`config.mk`:
```
export PLATFORM = sky130hd
export DESIGN_NAME = bba_scan
export DESIGN_NICKNAME = d
export VERILOG_FILES = /design/src/rtl/bba_scan.sv
export SDC_FILE = /design/constraint.sdc
export NUM_CORES = 1
export LEC_CHECK = 0
export ABC_AREA = 1
export BUFFER_PORTS_ARGS = -buffer_cell sky130_fd_sc_hd__buf_2
export CORE_MARGIN = 10
export CORE_UTILIZATION = 30
export DETAILED_ROUTE_END_ITERATION = 6
export SLEW_MARGIN = 0
export SYNTH_ARGS = -nofsm -noshare
export SYNTH_HDL_FRONTEND = slang
export SYNTH_SLANG_ARGS = --single-unit
```
`constraint.sdc`:
```
create_clock -name vclk -period 4.39
set_clock_uncertainty 0.05 [all_clocks]
set_input_delay 0 -clock vclk [all_inputs]
set_output_delay 0 -clock vclk [all_outputs]
set_load 0.005 [all_outputs]
```
`src/rtl/bba_scan.sv`:
```
`default_nettype none

// Lowest clear bit of one bitmap word that still lies below the limit.
module bba_scan #(
	parameter int unsigned WORD_BITS = 32,
	parameter int unsigned CNT_W     = 15,
	parameter int unsigned POS_W     = $clog2(WORD_BITS)
) (
	input  wire logic [WORD_BITS-1:0] word,
	input  wire logic [CNT_W-1:0]     remaining,
	output logic                      found,
	output logic      [POS_W-1:0]     pos
);

	always_comb begin
		found = 1'b0;
		pos   = '0;
		for (int b = WORD_BITS - 1; b >= 0; b--) begin
			if (!word[b] && (CNT_W'(b) < remaining)) begin
				found = 1'b1;
				pos   = POS_W'(b);
			end
		end
	end

endmodule

`default_nettype wire

```
==> Word level (Yosys, flattened, before mapping) <==
Index checks and enable logic that the tools add are counted.
{ "totals": {"mem_count": 0, "input_bits": 47, "latch_bits": 0, "regBits": 0, "mem_bits_ro": 0, "ram_bits": 0} }
{ "op_classes": {"n_eq_ne": 0, "add_sub_neg": 0, "bitwise": 0, "mul": 0, "shift": 0, "n_mux": 64, "magnitude_cmp": 32, "n_div": 0, "n_reduce_logical": 64} }
{ "ops": {"columns": ["op", "n"], "rows": [
  ["5-bit by 15-bit less-than comparator with 1-bit output (first input constant)", 16],
  ["5-bit two-way mux", 32],
  ["4-bit by 15-bit less-than comparator with 1-bit output (first input constant)", 8],
  ["3-bit by 15-bit less-than comparator with 1-bit output (first input constant)", 4],
  ["1-bit logical AND", 32],
  ["1-bit zero test", 32],
  ["1-bit two-way mux", 32],
  ["1-bit by 15-bit less-than comparator with 1-bit output (first input constant)", 2],
  ["2-bit by 15-bit less-than comparator with 1-bit output (first input constant)", 2]
]} }

==> Logic depth before layout (Yosys ltp) <==
{ "depth": {"depth_word": 34, "mapped_depth": 32, "depth_no_buf": 32} }

==> Worst setup path before layout <==
No wires, ideal clock.
{ "synth_path": {"path_kind": "input to output", "startpoint": "input port remaining[10]", "endpoint": "output port pos[0]", "path_stages": 31, "arrival_time_ns": 1.818, "path_buffers": 0, "setup_slack_ns": 2.522, "path_cell_list": "nor2_1 -> nand2_1 -> nor2_4 -> nand2_4 -> o21bai_2 -> nand2_1 -> nand2_1 -> nand2_1 -> nand2_1 -> nand2_1 -> nand2_1 -> nand2_1 -> nand2_1 -> nand2_1 -> nand2_1 -> nand2_1 -> nand2_1 -> nand2_1 -> nand2_1 -> nand2_1 -> nand2_1 -> nand2_1 -> nand2_1 -> nand2_1 -> nand2_1 -> nand2_1 -> nand2_1 -> nand2_1 -> nand2_1 -> nand2_1 -> a21oi_2"} }
{ "synth_between": {"elab_chain_cells": 34, "elab_cells_between_ends": 96} }
{ "synth_lines": {"columns": ["element", "line_no", "text"], "rows": [
  ["start: declaration", "10", "input wire logic [CNT_W-1:0] remaining,"],
  ["5-bit by 15-bit less-than comparator with 1-bit output", "19", "if (!word[b] && (CNT_W'(b) < remaining)) begin"],
  ["1-bit logical AND", "19", null],
  ["5-bit two-way mux (31 in series)", "19", null],
  ["5-bit two-way mux *", "19", null],
  ["end: declaration", "12", "output logic [POS_W-1:0] pos"]
]} }
Every way passes the cells marked *; elsewhere a longest branch is shown, timed or not.

==> Worst setup path after layout <==
Ends and elaborated chain as after synthesis.

==> out/results.txt <==
PostCTS Resize Cnt = 0
CP Class = input pin to output pin
Synth warn = 0
Via density per instance = 4.78
Share of the synthesized area in the top cell type = 26.7%
DRC violations left = 0
Std-Cell Rows = 19
Core area = 0.00271 mm2
Switching share of power = 54.3%
IO Port Bufs = 53
Post-synth cell types = 29
Slew Viols, Final = 0
Post-Layout Cell Count = 260
Syn nets = 224
Overflow left after global routing = 0
Commonest non-fill, non-tap cell in the layout = nand2_1
Design Power = 0.0773 mW
Minimum clock period = 2510 ps
Crit-path leading delay family = simple AND/OR/NAND/NOR gates
Buf/Inv on CP = 3
Largest net degree at the start of global routing = 12
Slew margin rel. = 66.9%
Post-synthesis sequential area ratio = 0%
Chip Width = 72.6 um
Min-delay src = word[0]
Status = complete, no violations
P_sw = 0.0420 mW
PwrDens = 68.6 mW/mm2
Antenna Nets Post-Route = 0
DRT iter0 DRCs = 72
Leakage = 0.629 nW
Worst Setup Start Kind = input pin
CTS Hold Buffers Added = 0
Fmax = 398 MHz
# IOs = 53
VDD IR-drop max = 0.0000327 V
P&R area growth vs syn = 35.7%
Antenna violations before repair = 0
Clock buffers = 0
Sequential share of power = 0%
1st-pass router iterations = 4
Clock Power Share = 0%
Classification of the worst-slack hold path = input pin to output pin
Final wirelength = 3020 um
Levels on crit path = 30
Final period utilization = 57.2%
Final Setup Violations = 0
Most frequent cells in the layout = nand2_1, buf_2, nor2_1
Worst path arrival time = 2460 ps
Vias in the first global route = 1243
CP most frequent cell = nand2_1
Final Core Density = 41.6%
Mapped Cells = 177
First-pass GRT wire length = 5040 um
RSZ-0062 raised after global routing = no
Post-Syn Area = 831 um2
Dpl cells = 260
Placer Congestion = 0.896
Fraction of layout cells with a size suffix above 1 = 28.4%
Combinational power share = 100.0%
Setup TNS = 0 ps
FF+latch area = 0 um2
Critical path capture point type = output pin
Syn avg cell area = 4.69 um2
Int Power = 0.0353 mW
DP Wirelength = 2710 um
Via Count = 1244
Post-CTS Setup Bufs = 0
Least-Margin Pin Slew = 495 ps
Routed WL per cell = 11.6 um
Seq cells = 0
Final WS setup = 1880 ps
Initial Utilization = 30.7%
Synth area leader = nand2_1
# Max-Cap Violations = 0
CP Max Fanout = 11
CP Launch Point = remaining[10]
Die ar. = 0.00527 mm2
Vert. Die Dim = 72.6 um
# nets final = 278
Worst setup endpoint = pos[0]
Layout fillers = 333
DP Worst Slack = 1870 ps
GRT Total Usage = 10.9%
Synth area leaders = nand2_1, nor2_1, o21bai_1
Antenna diodes = 0
Final hold viol count = 0
Max incr delay on CP = 320 ps
Worst path required time = 4340 ps
Slowest-stage cell, CP = nor2_2
-- worst min-delay path, delay by kind of cell --
kind	cells	cell delay, ps
buf+inv	2	190
compound gates	2	170
-- Yosys cell counts --
library cell	count
nor3_1	2
a31oi_1	4
nand3_1	2
o21ai_0	8
nand2_2	1
nand3b_1	1
o21bai_1	11
clkinv_1	1
nand2_4	1
inv_1	19
o21bai_2	1
a31o_2	1
a21oi_2	1
a21oi_1	3
inv_2	1
or2_2	1
o21ai_1	4
o21ai_2	2
nor2_4	1
and2_4	1
o21a_1	1
nor2_2	1
nand2_1	59
buf_4	1
nand4_1	2
o31ai_1	3
nor2_1	42
a211oi_1	1
nor4b_1	1
-- cell families after synthesis --
group	share of synthesized area [%]
simple gates	57.5
compound gates	32.1
buf+inv	10.4
-- stage by stage --
| stage | area (um2) | hold WS, ps |
|---|---|---|
| after floorplan | 831 | 99.9 |
| after global placement | 1130 | 312 |
| after detailed placement | 1130 | 312 |
| after CTS | 1130 | 315 |
| after global routing | 1130 | 349 |
| final | 1130 | 313 |
-- routing by layer --
metal	global-route usage (%)	part of all wire, %
met5	0	0
met4	0.422	0
met3	3.95	11
met2	19.6	45
met1	12.6	44
-- worst min path at each step --
stage	slack [ps]	endpoint	depth (start not counted)
after global placement	310	pos[0]	4
after CTS	310	pos[0]	4
after detailed placement	310	pos[0]	4
after global routing	350	pos[0]	4
after floorplan	100	pos[0]	2
final	310	pos[0]	4
-- layout make-up --
| type | count | area [um2] | share of cell area (%) |
|---|---|---|---|
| Inverter | 21 | 78.8 | 6.99 |
| Multi-Input combinational cell | 155 | 744 | 66.0 |
| Timing Repair Buffer | 53 | 265 | 23.5 |
| Tap cell | 31 | 38.8 | 3.44 |
-- power groups by stage --
stage          Combinational, mW  Sequential [mW]  Clock (mW)
5_1_grt                   0.0888                0           0
3_3_place_gp              0.0769                0           0
6_report                  0.0773                0           0
3_5_place_dp              0.0768                0           0
2_1_floorplan             0.0451                0           0
4_1_cts                   0.0772                0           0
Power figures use the tool's default switching activity.
